===== src/rtl/core/usv_pkg.sv =====
`timescale 1ns / 1ps
`default_nettype none
// ----------------------------------------------------------------------------
// usv_pkg: shared definitions of the unique value stack
// Command and status codes, field widths and the cell shift control word.
// ----------------------------------------------------------------------------
package usv_pkg;

   localparam int DEPTH_DEFAULT = 64;

   localparam int CMD_W   = 2;
   localparam int DATA_W  = 32;
   localparam int STAT_W  = 2;
   localparam int POS_W   = 6;
   localparam int COUNT_W = 7;

   localparam logic [CMD_W-1:0] CMD_PUSH = 2'd0;
   localparam logic [CMD_W-1:0] CMD_POP  = 2'd1;
   localparam logic [CMD_W-1:0] CMD_FIND = 2'd2;

   localparam logic [STAT_W-1:0] ST_OK   = 2'd0;
   localparam logic [STAT_W-1:0] ST_DUP  = 2'd1;
   localparam logic [STAT_W-1:0] ST_FULL = 2'd2;
   localparam logic [STAT_W-1:0] ST_MISS = 2'd3;

   typedef struct packed {
      logic push;
      logic pop;
   } shift_type;

endpackage
`default_nettype wire


===== src/rtl/core/usv_prio.sv =====
`timescale 1ns / 1ps
`default_nettype none
// ----------------------------------------------------------------------------
// usv_prio: match picker
// Registers the lowest set bit of the match vector, then encodes it.
// ----------------------------------------------------------------------------
module usv_prio #(
   parameter int DEPTH = usv_pkg::DEPTH_DEFAULT,
   parameter int IDX_W = 6
) (
   input  wire logic             clock,
   input  wire logic [DEPTH-1:0] hits,
   output logic                  any,
   output logic      [IDX_W-1:0] index
);

   logic [DEPTH-1:0] onehot_ff;
   logic [DEPTH-1:0] onehot_in;
   logic             any_ff;
   logic             any_in;

   assign onehot_in = hits & (~hits + DEPTH'(1));
   assign any_in    = |hits;

   always_ff @(posedge clock) begin
      onehot_ff <= onehot_in;
      any_ff    <= any_in;
   end

   always_comb begin
      index = '0;
      for (int k = 0; k < DEPTH; k++) begin
         if (onehot_ff[k]) begin
            index = index | IDX_W'(k);
         end
      end
   end

   assign any = any_ff;

endmodule
`default_nettype wire


===== config.mk =====
export PLATFORM = sky130hd
export DESIGN_NAME = usv_prio
export DESIGN_NICKNAME = d
export VERILOG_FILES = /design/src/rtl/core/usv_pkg.sv /design/src/rtl/core/usv_prio.sv
export SDC_FILE = /design/constraint.sdc
export NUM_CORES = 1
export LEC_CHECK = 0
export BUFFER_PORTS_ARGS = -buffer_cell sky130_fd_sc_hd__buf_2
export CAP_MARGIN = 10
export CORE_MARGIN = 3
export CORE_UTILIZATION = 45
export CTS_CLUSTER_DIAMETER = 60
export DETAILED_ROUTE_END_ITERATION = 8
export GPL_ROUTABILITY_DRIVEN = 0
export MAX_ROUTING_LAYER = met4
export PLACE_DENSITY = 0.71
export SKIP_LAST_GASP = 1
export SYNTH_ARGS = -nofsm -noshare
export SYNTH_HDL_FRONTEND = slang
export SYNTH_SLANG_ARGS = --single-unit

===== constraint.sdc =====
create_clock -name clock -period 5.15 [get_ports clock]
set_input_delay 1.03 -clock clock [delete_from_list [all_inputs] [get_ports clock]]
set_output_delay 1.03 -clock clock [all_outputs]
set_load 0.05 [all_outputs]

Word-level counts from Yosys, hierarchy flattened
Index checks and enable logic that the tools add are counted. Widths: inputs -> output; s select.

Flip-flop bits (word level): 65. Logic and storage cells: 69.

Add/subtract/negate cells: 1. Multiplexer cells: 63. Bitwise gates (word level): 2. Reduce and logical (&&, ||, !) cells: 1.

Operator list (number): $mux 6 (32); $mux 5 (16); $add 64x1->64 const B (1); $and 64x64->64 (1); $not 64->64 (1); $reduce_or 64->1 (1); $mux 4 (8); $mux 3 (4); $mux 2 (2); $mux 1 (1).

Depth between registers and ports, before layout
Depth after elaboration: 63. Mapped depth: 5.

Worst setup path before layout
OpenSTA, ideal clock, no wires.

Path kind: input-to-reg. Start: in hits[15]. End: reg onehot_ff[42]. Arrival: 2.565 ns. Required time: 5.088 ns. Setup slack: 2.523 ns. Stages: 5. Buffers on the path: 1. Path through: or4_4 > or3_1 > buf_6 > nor4b_4 > and4b_1.

Cells in the longest elaborated chain, start to end: 3.

Ends and longest elaborated chain: start: declaration (line usv_prio.sv:12) `input wire logic [DEPTH-1:0] hits,`; $not 64->64 (line usv_prio.sv:22) `assign onehot_in = hits & (~hits + DEPTH'(1));`; $add 64x1->64 (line usv_prio.sv:22); $and 64x64->64 (line usv_prio.sv:22); net onehot_in[42] (line usv_prio.sv:18) `logic [DEPTH-1:0] onehot_in;`; end signal: assignment (line usv_prio.sv:26) `onehot_ff <= onehot_in;`; end: declaration (line usv_prio.sv:17) `logic [DEPTH-1:0] onehot_ff;`.

The timed path passes the listed nets, and every way through them passes these cells.

Worst setup path in the final report
Start: reg onehot_ff[22]. End: out index[1].

Cells in the longest elaborated chain, start to end: 42.

Ends and longest elaborated chain: $mux 5 (10 in a row) (line usv_prio.sv:33) `if (onehot_ff[k]) begin`; $mux 6 (32 in a row) (line usv_prio.sv:33); end: declaration (line usv_prio.sv:14) `output logic [IDX_W-1:0] index`.

Every way passes these cells.

==> Flow_metrics.wiki <==
{| class="wikitable"
! Metric !! Value
|-
| Period utilization || 62.43%
|-
| Slew Limit Headroom || around two fifths
|-
| Number of gates resized after CTS || 0
|-
| Count of flip-flops with a built-in enable after synthesis || 0
|-
| GRT overflow || 0
|-
| Hold Crit Depth || 2
|-
| Category of the critical setup timing path || reg2out
|-
| Nets || about 420
|-
| Synthesized instance count || ~270
|-
| Outcome || completed
|-
| HPWL after detailed placement || ~5400 µm
|-
| IO Pins || about 70
|-
| Synthesis-stage register bit count || 64
|-
| Worst min-delay path endpoint || onehot_ff[1]
|-
| Final min period || 3215 ps
|-
| Post-detailed-routing wire length || approximately 7000 µm
|-
| Worst setup slack after layout || ~1900 ps
|-
| Floorplan row count || 26
|-
| Dpl cells || a little over 400
|-
| Maximum net fanout on the critical path || 2
|-
| 1st-iter DRT viols || 139
|-
| Final TNS setup || 0 ps
|-
| Starting Density || roughly 48%
|-
| Type of origin of the critical path || flop
|-
| Final setup violation count || 0
|-
| Largest net degree at the start of global routing || 12
|-
| P_leak || approximately 0.0014 µW
|-
| Wire length of the first global-routing pass || ~11000 µm
|-
| Critical path arrival || 2190 ps
|-
| DRT Pass-1 Iters || 4
|-
| Unique masters post-synth || 30
|-
| Core region area || 0.005270 mm²
|-
| Share of final-layout standard cells stronger than drive strength 1 || about 26%
|-
| RSZ-0062 raised after global routing || false
|-
| Count of H-tree levels built during CTS || 3
|-
| Remaining design rule violation count || 0
|-
| Die ar. || between 0.006 and 0.007 mm²
|-
| Leading cell types by total area after synthesis || dfxtp_1, nor4_1, nor2_1, nor3_1, and3_1
|-
| Clock input transition at the sequential cells of the worst setup and hold paths || roughly 70 ps
|-
| Number of buffers inserted to repair setup after CTS || 0
|-
| Post-synthesis cell area || between 0.002 and 0.003 mm²
|-
| Area added between synthesis and finish || 25.26%
|-
| Fillers || 502
|-
| Worst min path class || in2reg
|-
| Prevailing post-synth register cell || dfxtp_1
|-
| Port bufs || between 70 and 80
|-
| Antenna viol nets, final || 0
|-
| Origin of the worst min-delay path || hits[0]
|-
| Number of warnings printed during yosys synthesis || 0
|-
| Cell with the most instances after synthesis || dfxtp_1
|-
| Root buffer cell || clkbuf_8
|-
| Number of pins with negative max-slew slack in the final report || 0
|-
| FMAX || about 0.31 GHz
|-
| Global routing usage summed across all routing layers || between 20% and 30%
|-
| Antenna Diode Count || 0
|-
| Post-synth top cells || dfxtp_1, nor2_1, nor4_1
|-
| Kind of end point of the critical path || output port
|-
| Total CTS buffers || 9
|-
| Count of clock tree sinks || 64
|-
| Antenna violations before repair || 0
|-
| Final standard cell count with taps included and fillers excluded || roughly 430
|-
| Syn_area_per_cell || 9.290 µm²
|-
| Synth area leader || dfxtp_1
|-
| Peak ir drop on the vdd network || 155.7 µV
|-
| Total via count in the routed design || approximately 2400
|-
| Buffers from clock root to sink, at most || 2
|-
| Detail-routed net length per standard cell || 16.14 µm
|-
| Number of global-route vias before repair || 2330
|-
| Share of synthesized area occupied by flip-flops and latches || between 50% and 60%
|-
| Slew @ Worst Pin || roughly 900 ps
|-
| Clock tree from TritonCTS || done
|-
| X dimension of the die || about 81 µm
|-
| Top-area cell type share of the netlist area || about 51%
|-
| Max Cap Viol || 0
|-
| Chip height || between 80 and 90 µm
|-
| Number of hold buffers added after CTS || 0
|-
| Power Dens Cells || about 320 mW/mm²
|-
| Worst EP required || 4120 ps
|-
| Via density per instance || around 5.7
|-
| Post-Place Setup Slack || approximately 1900 ps
|-
| Share of synthesized registers carrying an async set or reset || 0%
|-
| Total nets after synthesis || between 300 and 400
|-
| Hold violation count in the final report || 0
|}
==> worst max path at each step <==
stage	from	end	slack, ps
2_1_floorplan	hits[15]	onehot_ff[42]	2520
3_3_place_gp	hits[6]	onehot_ff[42]	1980
3_5_place_dp	hits[6]	onehot_ff[63]	1950
4_1_cts	onehot_ff[22]	index[1]	1950
5_1_grt	onehot_ff[23]	index[1]	1870
6_report	onehot_ff[22]	index[1]	1930
==> cell families after synthesis <==
kind of cell | Yosys count | share of synthesized area, %
flip-flops | 64 | 50.52
AND/OR/NAND/NOR | 196 | 47.21
buffers and inverters | 13 | 2.269
==> state kept, by name, summed over array words and instances (netlist names) <==
signal / count
onehot_ff: 63
any: 1
==> through the flow <==
stage / hold slack (ps) / area, µm² / total power, µW / utilization (%)
floorplan: 1101 / 2536 / 530.9 / -
global placement: 1230 / 2959 / 570.7 / 56.15
detailed placement: 1230 / 2959 / 571.8 / 56.15
CTS: 870.0 / 3177 / 1023 / 60.28
global route: 880.2 / 3177 / 1055 / 60.28
finish: 885.7 / 3177 / 1016 / 60.28
==> placed cells by master (no fill, tap or decap), types with 4 or more instances in the layout <==
cell	n
nand4_1	10
dfxtp_1	64
and3_1	15
nor3b_1	4
or3_1	7
nor2_1	35
nand2_1	12
nand3_1	10
nor4b_1	7
inv_1	10
buf_2	71
nor4_1	35
and2_1	6
and4_1	4
and4b_1	5
nor3_1	23
or4_1	5
clkbuf_8	13
==> layer usage <==
| metal | part of all wire, % | GRT usage, % | wire (µm) |
|---|---|---|---|
| met4 | 2.6 | 11.66 | 177 |
| met3 | 7.9 | 5.211 | 546 |
| met1 | 46 | 30.04 | 3154 |
| met2 | 44 | 33.91 | 3012 |
| met5 | 0 | - | 0 |
==> report_power, final <==
group          switching [µW]  internal, µW
sequential              0.556           496
combinational            36.1          28.6
clock                     178           276
==> worst max-delay path, stage by stage (launching register included) <==
cell and delay, ps:
dfxtp_1 320, nor4_1 560, nand4_1 180, or4_1 560, buf_2 230
==> final cells by class <==
type,instances,area [µm²],share of cell area [%]
Sequential cell,64,1281,40.33
Multi-Input combinational cell,196,1197,37.69
Timing Repair Buffer,71,355.3,11.19
Clock buffer,14,182.7,5.750
Tap cell,70,87.58,2.757
Inverter,10,37.54,1.182
Clock inverter,2,35.03,1.103
Note: power is estimated with default switching activity, not from simulation.
