==> src/rtl/core/usv_pkg.sv <==
`timescale 1ns / 1ps
`default_nettype none
// ----------------------------------------------------------------------------
// usv_pkg: shared definitions of the unique value stack
// Command and status codes, field widths and the cell shift control word.
// ----------------------------------------------------------------------------
package usv_pkg;

   localparam int DEPTH_DEFAULT = 64;

   localparam int CMD_W   = 2;
   localparam int DATA_W  = 32;
   localparam int STAT_W  = 2;
   localparam int POS_W   = 6;
   localparam int COUNT_W = 7;

   localparam logic [CMD_W-1:0] CMD_PUSH = 2'd0;
   localparam logic [CMD_W-1:0] CMD_POP  = 2'd1;
   localparam logic [CMD_W-1:0] CMD_FIND = 2'd2;

   localparam logic [STAT_W-1:0] ST_OK   = 2'd0;
   localparam logic [STAT_W-1:0] ST_DUP  = 2'd1;
   localparam logic [STAT_W-1:0] ST_FULL = 2'd2;
   localparam logic [STAT_W-1:0] ST_MISS = 2'd3;

   typedef struct packed {
      logic push;
      logic pop;
   } shift_type;

endpackage
`default_nettype wire

==> src/rtl/core/usv_cell.sv <==
`timescale 1ns / 1ps
`default_nettype none
// ----------------------------------------------------------------------------
// usv_cell: one stack cell
// Holds one entry, shifts toward the bottom on push and toward the top on
// pop, and registers its own match against the search key.
// ----------------------------------------------------------------------------
module usv_cell (
   input  wire logic                          clock,
   input  wire usv_pkg::shift_type            ctrl,
   input  wire logic [usv_pkg::DATA_W-1:0]    push_data,
   input  wire logic [usv_pkg::DATA_W-1:0]    pop_data,
   input  wire logic [usv_pkg::DATA_W-1:0]    key,
   input  wire logic                          live,
   output logic      [usv_pkg::DATA_W-1:0]    entry,
   output logic                               hit
);

   logic [usv_pkg::DATA_W-1:0] entry_ff;
   logic [usv_pkg::DATA_W-1:0] entry_in;
   logic                       hit_ff;
   logic                       hit_in;

   always_comb begin
      entry_in = entry_ff;
      priority if (ctrl.push) begin
         entry_in = push_data;
      end else if (ctrl.pop) begin
         entry_in = pop_data;
      end else begin
         entry_in = entry_ff;
      end
   end

   assign hit_in = live && (entry_ff == key);

   always_ff @(posedge clock) begin
      entry_ff <= entry_in;
      hit_ff   <= hit_in;
   end

   assign entry = entry_ff;
   assign hit   = hit_ff;

endmodule
`default_nettype wire

==> config.mk <==
export PLATFORM = sky130hd
export DESIGN_NAME = usv_cell
export DESIGN_NICKNAME = d
export VERILOG_FILES = /design/src/rtl/core/usv_pkg.sv /design/src/rtl/core/usv_cell.sv
export SDC_FILE = /design/constraint.sdc
export NUM_CORES = 1
export LEC_CHECK = 0
export BUFFER_PORTS_ARGS = -buffer_cell sky130_fd_sc_hd__clkbuf_2
export CORE_UTILIZATION = 30
export DETAILED_ROUTE_END_ITERATION = 12
export PLACE_DENSITY = 0.68
export SLEW_MARGIN = 40
export SYNTH_ARGS = -nofsm -noshare
export SYNTH_HDL_FRONTEND = slang
export SYNTH_SLANG_ARGS = --single-unit
==> constraint.sdc <==
create_clock -name clock -period 1.6 [get_ports clock]
set_input_delay 0.08 -clock clock [delete_from_list [all_inputs] [get_ports clock]]
set_output_delay 0.08 -clock clock [all_outputs]
set_load 0.02 [all_outputs]
* After elaboration in Yosys (flattened, before gate mapping)
Cells that the tools add are included.
Word-level totals: flip-flop bits (word level) 33, output and inout port bits 33, bits of input ports 100
Operators by class: eq/ne operators 1, reductions and logical operators 2, mux-type cells 2
Operators with widths (count):
- two-way mux 32 bit | 2
- equality test 32 bit | 1
- nonzero test 2 bit | 1
- logical AND 1 bit | 1

* Longest topological paths before layout
Gate-level depths: netlist of run 1.
depth in word-level cells 2, depth in mapped cells 4

* Worst setup path after synthesis of run 1
No wires, ideal clock.
kind input port to flip-flop, start point input port ctrl[1] (netlist name), end point register entry_ff (netlist bit entry[0]), enable pin, setup time 0.375 ns, slack 0.315 ns, buffers on the path 2, stages 3, required time 1.225 ns, arrival 0.910 ns, cell sequence buf_2 > buf_2 > or2_2
On the way: word-level cells in the longest chain between the ends 1
Ends and longest elaborated chain:
- start: declaration | RTL line usv_cell.sv:10 | input wire usv_pkg::shift_type ctrl,
- nonzero test 2 bit (no line)
- end signal: assignment | RTL line usv_cell.sv:38 | entry_ff <= entry_in;
- end: declaration | RTL line usv_cell.sv:19 | logic [usv_pkg::DATA_W-1:0] entry_ff;
No other way between the ends. A chain may end at the register's enable or synchronous reset.

* Final worst setup path of run 1
start point register entry_ff (netlist bit entry[26]), end point register hit_ff, in the netlist hit
On the way: word-level cells in the longest chain between the ends 2
Ends and longest elaborated chain:
- equality test 32 bit | RTL line usv_cell.sv:35 | assign hit_in = live && (entry_ff == key);
- logical AND 1 bit | RTL line usv_cell.sv:35
- net hit_in | RTL line usv_cell.sv:22 | logic hit_in;
- end signal: assignment | RTL line usv_cell.sv:39 | hit_ff <= hit_in;
- end: declaration | RTL line usv_cell.sv:21 | logic hit_ff;
The timed path passes the listed nets, and every way through them passes these cells.

==> flow_results.org, run 1 <==
** Yosys
- Most common library cells after synthesis :: 32 x sky130_fd_sc_hd__edfxtp_1, 32 x sky130_fd_sc_hd__mux2_2, 31 x sky130_fd_sc_hd__xor2_1
- During synthesis, Yosys emitted a total of 0 warnings.
- Most used DFF post-synth :: sky130_fd_sc_hd__edfxtp_1
- Synthesized-area fraction occupied by and/or/nand/nor cells :: 0.0472
- Mapped Nets :: around 210
- After synthesis, the largest family of logic cells by area is multiplexers.
- After technology mapping, the gate count stands at ~110.
- Post-synthesis share of cell area spent on full adders, half adders and majority gates :: 0
- Share of Yosys cell area claimed by the top area cell type :: 0.558
- Avg Inst Size Synth :: between 15 and 20 um^2
- Async set or reset register ratio after synthesis :: 0
- Seq cells post-synth :: 33
- Area contributors post-synth :: sky130_fd_sc_hd__edfxtp_1 56%, sky130_fd_sc_hd__mux2_2 21%, sky130_fd_sc_hd__xor2_1 16%
- After synthesis, the share of cell area in mux cells is 0.209.
- After synthesis the cells add up to 1720 um^2.
- Share of the synthesized area in compound gates (AO/OA/AOI/OAI) :: 0
- The biggest area contributor in the post-synthesis netlist is sky130_fd_sc_hd__edfxtp_1.
- Sequential area share after synthesis :: 0.569
- In this run, distinct cell masters in the synthesized netlist total 12.
- Post-synth EDFFs :: 32
- Of the total synthesized cell area, the portion taken by XOR and XNOR cells is 0.163.

** Setup path
- Critical Path Source Type :: flop
- CP arrival :: 1.67 ns
- Reg2reg path depth :: 4
- The critical path is of the flop to flop type.
- Setup crit start :: entry[26]
- Setup slack on the worst reg-to-reg path comes out at ~0.14 ns.
- The endpoint identified for the worst register-to-register timing path is hit.
- The critical path ends at hit.
- The startpoint identified for the worst register-to-register timing path is entry[26].
- Critical Path End Type :: flop
- Required @ worst endpoint :: between 1.5 and 2 ns
- Of all nets on the critical path, the largest fanout is 2.

** Clock network
- TritonCTS created 5 clock buffers.
- Clock Sink Count :: 33
- Cell at the root of the clock tree :: sky130_fd_sc_hd__clkbuf_8
- TritonCTS built the clock tree.
- In this run, post-CTS hold repair placed 0 buffers.
- The clock passes through at most 2 buffers.
- CTS H-tree depth :: 2
- Clk pin slew, worst setup/hold paths :: 0.07 ns
- Post-CTS Repair Setup Buffers :: 0
- Clk Latency, worst-skew pair :: 0.28 ns
- CTS-repair resized insts :: 0

** Timing
- At the pin with the least slew margin, the transition time is just under 0.8 ns.
- Period minus WS final :: approximately 1.5 ns
- Max Slew Vio Count :: 0
- Max Clock Freq :: just under 0.7 GHz
- Relative max-transition margin :: 0.480
- Between clock sinks in the finished design, the worst skew comes to between 0.003 and 0.004 ns.
- Setup slack closes at around 0.14 ns.
- Setup total negative slack on the finished layout was measured at 0 ns.
- The final hold violation count was 0.
- Period utilisation layout :: 0.912
- Setup violations remaining at the end of the flow were counted as 0.
- Setup repair after global routing missed its margin :: false

** Detailed routing
- The first routing iteration left 22 violations.
- The detail route stage leaves a number of antenna-violating nets equal to 0.
- After detailed routing, the average wire length per cell comes to ~14 um.
- The pre-antenna-repair detailed-routing pass consisted of 3 iterations.
- Routed WL :: 4.40 mm
- For this run, design rule violations remaining after detail routing come to 0.
- After detailed routing, the number of vias per cell comes to 4.49.
- Routed vias :: between 1000 and 1500

** Run
- MaxCap Viol Count :: 0

** Global routing
- Peak-usage layer in the global routing report :: met2
- Number of antenna violations at the first check in global routing :: 0
- Global route overflow :: 0
- In the global route stage, met1 resource usage came out at 0.144.
- The first global-routing pass estimated 6.60 mm of wire.
- Pin count of the biggest net entering global routing :: 33
- For met2 alone, demand over resource in global routing was 0.271.
- Vias in the first global route :: 1440
- Met3 Usage GRT :: 0.0576
- All-layer global routing usage :: 0.146

** Cells and area
- Summing all multi-input logic gate instances after layout gives 722 um^2.
- Total number of nets in the final design :: around 350
- The filler cells instantiated in the layout total around 510.
- Number of antenna repair diodes :: 0
- Summing all flip-flop and latch instances after layout gives 981 um^2.
- Growth of design area from synthesis to finish :: 48.1%
- Ratio of cells with drive above 1 in the final layout :: 0.694

** Place
- The congestion estimate from routability-driven global placement came to 0.730.
- Input and output buffers added on the ports amount to 132.
- At the placement stage, the worst setup path has a slack of ~0.15 ns.
- Once detailed placement completed, the half-perimeter wirelength came to approximately 3.5 mm.

** Power
- For this design the static power due to leakage is between 0.001 and 0.0015 uW.
- Across the VDD grid, the largest voltage drop is roughly 320 uV.
- For this design the ratio of total power to cell area is between 800 and 900 nW/um^2.

** Floorplan
- For this configuration, the core starts out at a cell density of 0.313.
- The total area inside the core boundary comes to 5510 um^2.
- Top-level I/O count :: 133
- The die covers between 6000 and 7000 um^2.
- Measured along the y axis, the die boundary spans between 70 and 80 um.
- Die span in x :: between 70 and 80 um
- Number of cell rows :: 27

** Run status
- Status :: complete, no violations

** Min path
- Hold Path Stages :: 3
- Path class of the lowest-slack min-delay path :: primary input to flop
-- metal layers --
metal,vias up,part of all wire
li1,696,-
met1,663,0.37
met2,88,0.50
met3,9,0.11
met4,0,0.013
met5,-,0
-- how the worst min path moves through the flow --
| stage | from | to | slack, ns |
|---|---|---|---|
| final | live | hit | 0.05 |
| after global routing | live | hit | 0.05 |
| after CTS | live | hit | 0.04 |
| after detailed placement | live | hit | 0.34 |
| after global placement | live | hit | 0.34 |
| after floorplan | live | hit | 0.23 |
-- per-stage QoR --
step / total power (uW) / utilization / cell area (um^2) / instances / hold WS (ns)
2_1_floorplan: 1430 / - / 1720 / 114 / 0.231
6_report: 2260 / 0.463 / 2550 / 324 / 0.0517
3_3_place_gp: 1680 / 0.448 / 2470 / 316 / 0.335
4_1_cts: 2300 / 0.463 / 2550 / 324 / 0.0374
3_5_place_dp: 1690 / 0.448 / 2470 / 316 / 0.344
5_1_grt: 2380 / 0.463 / 2550 / 324 / 0.0462
-- worst max-delay path, cell delays in order, from the launching register on --
cell and delay [ns]:
sky130_fd_sc_hd__edfxtp_1 0.40, sky130_fd_sc_hd__xor2_1 0.16, sky130_fd_sc_hd__nor4_1 0.42, sky130_fd_sc_hd__nand4_1 0.21
sky130_fd_sc_hd__nor3_2 0.20
-- logic make-up (layout without fill, tap and decap cells) --
group | count (synthesis) | count (layout)
multiplexers | 32 | 32
flip-flops | 33 | 33
buffers and inverters | 4 | 142
AND/OR/NAND/NOR | 13 | 13
XOR/XNOR | 32 | 32
-- registers in the layout, indices dropped and copies added (netlist names) --
register  flops
entry        32
hit           1
-- cell usage in the layout, fill, tap and decap left out, drive strengths merged --
master	netlist	routed
nand3	2	2
buf	4	2
nand4	1	1
xor2	31	31
dfxtp	1	1
clkinv	0	2
or2	1	1
clkbuf	0	138
mux2	32	32
edfxtp	32	32
nor3	2	2
nor4	7	7
xnor2	1	1
-- area by class of cell --
type / count / share of cell area
timing repair buffer: 134 / 0.265
multi-input combinational: 77 / 0.283
tap: 72 / 0.0353
clock buffer: 6 / 0.0284
clock inverter: 2 / 0.00392
sequential: 33 / 0.385
-- power by group --
part | internal (uW) | leakage [uW] | total [uW] | switching [uW]
combinational | 258 | 0.000826 | 541 | 283
clock | 301 | 0.0000450 | 595 | 294
sequential | 1060 | 0.000334 | 1120 | 60.5
total | 1620 | 0.00120 | 2260 | 637
No activity file was read; power rests on OpenSTA's default activity.
==> inputs of run 2 (changes only) <==
Settings changed: PLACE_DENSITY 0.68 to 0.63.
Clock period 1.6 ns to 1.25 ns, I/O delays scaled along.
==> run 2 against run 1 <==
Largest power group unchanged. Critical endpoint unchanged. Clock skew is 0.0017 ns higher. Die area did not move. The flow now finishes with violations (negative setup slack). Via count is 1.2% lower. Maximum frequency up 11%. Clock-buffer cell count rose by 1.
==> flow_results.org, run 2 (synthesis gave the netlist of run 1 again) <==
** Clock network
- Largest buffer count on any clock path :: 2
- Clock Sink Count :: 33
- Cell at the root of the clock tree :: sky130_fd_sc_hd__clkbuf_8
- Count of hold-fix buffers inserted at cts :: 0
- For the worst-skew pair, the clock arrives at the later sink with an insertion delay of 0.28 ns.
- After clock tree synthesis, the clock-pin slew on the worst setup and hold paths is around 0.070 ns.
- CTS tree :: yes
- Buffers inserted during clock tree synthesis total 5.
- The H-tree was split into 2 levels.

** Detailed routing
- For this run, design rule violations remaining after detail routing come to 0.
- Average via count per standard cell :: 4.36
- Routed length per instance :: 13.1 um
- In this run, the number of DRC markers left after iteration 0 of detailed routing was 31.
- The detail route stage leaves a number of antenna-violating nets equal to 0.
- For this block, the routed nets add up to roughly 4.3 mm of wire.
- For this run, the detailed router's first-pass iteration total came to 4.
- The final route contains 1438 vias.

** Min path
- Start point of the worst hold path :: live
- The path class of the tightest hold or removal check is primary input to flop.

** Timing
- Headroom to the max-slew limit came out at 0.700.
- Final TNS setup :: -0.0664 ns
- Setup Skew :: 0.00516 ns
- Fin Hold WS :: approximately 0.067 ns
- Actual transition at the worst max-transition pin :: around 0.45 ns
- Setup violations remaining at the end of the flow were counted as 1.
- Setup repair after global routing could not meet its margin everywhere.
- Period utilisation layout :: 1.05
- Number of failing hold endpoints at the final stage :: 0
- Max Clock Freq :: 0.760 GHz
- The max-slew violation count is 0.
- Worst setup slack after layout :: -0.0664 ns
- Period minus WS final :: 1.32 ns

** Place
- Quantity of I/O buffers inserted on ports :: roughly 130
- At the end of routability-driven placement, the weighted congestion stood at approximately 0.77.
- Detailed placement ended at an HPWL of roughly 3.5 mm.

** Setup path
- The worst setup path is captured at a flop.
- Largest driver fanout on the critical path :: 2
- Worst path max stage delay :: roughly 0.39 ns
- Setup crit start :: entry[17]
- The slowest stage of the critical path is the sky130_fd_sc_hd__edfxtp_1 cell.
- For the worst setup path, the data arrival time is approximately 1.5 ns.
- The worst setup path is launched from a flop.
- STA puts the critical path data required time at between 1 and 1.5 ns.
- Worst R2R Start :: entry[17]
- Cell breakdown of the critical path :: xor2_1 > nor4_2 > nand4_1 > nor3_2
- The setup path with the least slack is of type flop to flop.

** Run status
- Status :: finished with violations
- The checks that failed: negative setup slack.

** Cells and area
- In the final layout, the share of cells above drive strength 1 is 0.713.
- Number of antenna repair diodes :: 0
- Total number of nets in the final design :: ~360
- The library cells used most frequently in the layout, excluding fill and tap cells, are 132 x sky130_fd_sc_hd__clkbuf_2, 32 x sky130_fd_sc_hd__mux2_2, 32 x sky130_fd_sc_hd__edfxtp_1, 31 x sky130_fd_sc_hd__xor2_1, 7 x sky130_fd_sc_hd__buf_4.
- Counting the fill cells in the layout gives between 500 and 600.
- From synthesis to final layout, the design area changed by 54.6%.
- Leaving out fill and tap cells, the most frequent cell in the layout is sky130_fd_sc_hd__clkbuf_2.
- Largest register FFs :: 32

** Global routing
- For this run, the total global-route usage over all layers was measured as 0.149.
- Pin count of the biggest net entering global routing :: 33
- Number of antenna violations at the first check in global routing :: 0
- First-pass GRT wire length :: between 6 and 7 mm
- The total overflow left after global routing is 0.
- Vias in the first global route :: approximately 1500

** Floorplan
- Die span in x :: slightly below 80 um
- The initial utilization of the core area, before any placement, comes to 0.313.
- The floorplan step defined a core boundary enclosing approximately 5500 um^2.
- The floorplan step defined a die boundary enclosing just over 6000 um^2.
- Chip Height :: roughly 78 um
- Top-level I/O count :: around 130
- The floorplan has 27 rows.

** Power
- Power spread over the standard cell area amounts to around 1200 nW/um^2.
- Leakage power :: between 0.001 and 0.0015 uW
- Peak ir drop on the vdd network :: about 690 uV
- Total design power :: roughly 3200 uW

** Run
- Max-cap violations in this run came to 0.
run 2: metal layers:
metal  wire length (um)  share of wire  vias to the layer above  track usage
li1                   -              -                      708            -
met1               1660           0.38                      645        0.152
met2               2270           0.52                       77        0.276
met3                321          0.074                        8       0.0388
met4                 89          0.021                        0       0.0736
met5                  0              0                        -            0
run 2: final cells by class:
type	count	area, um^2	share of cell area
clock inverter	1	30.0	0.0113
timing repair buffer	140	733	0.275
multi-input combinational	77	743	0.279
sequential	33	981	0.368
clock buffer	7	86.3	0.0324
tap	72	90.1	0.0338
run 2: critical path: cells and delay by family, from the launching register on:
family | cells | cell delay, ns
AND/OR/NAND/NOR | 3 | 0.68
flip-flops | 1 | 0.39
XOR/XNOR | 1 | 0.17
run 2: final timing paths:
kind / slack (ns) / depth (start not counted) / endpoint
min: 0.07 / 3 / hit
max: -0.07 / 4 / hit
min reg2reg: 0.67 / 3 / hit
max reg2reg: -0.07 / 4 / hit
run 2: metrics by stage:
stage           util  area [um^2]  setup slack [ns]  cells
3_3_place_gp   0.456         2510            -0.198    320
3_5_place_dp   0.456         2510            -0.175    320
2_1_floorplan      -         1730           -0.0121    114
4_1_cts        0.481         2650           -0.0788    329
6_report       0.484         2660           -0.0664    330
5_1_grt        0.484         2660            -0.129    330
run 2: power by group:
part / total (uW) / switching [uW] / internal [uW]
logic: 737 / 376 / 361
registers: 1430 / 76.6 / 1360
clock network: 1040 / 390 / 650
run 2: what timing repair did:
item,in CTS,in global routing
buffers inserted,1,1
pin swaps,3,4
endpoints found under the setup margin,1,1
resized for setup,2,1
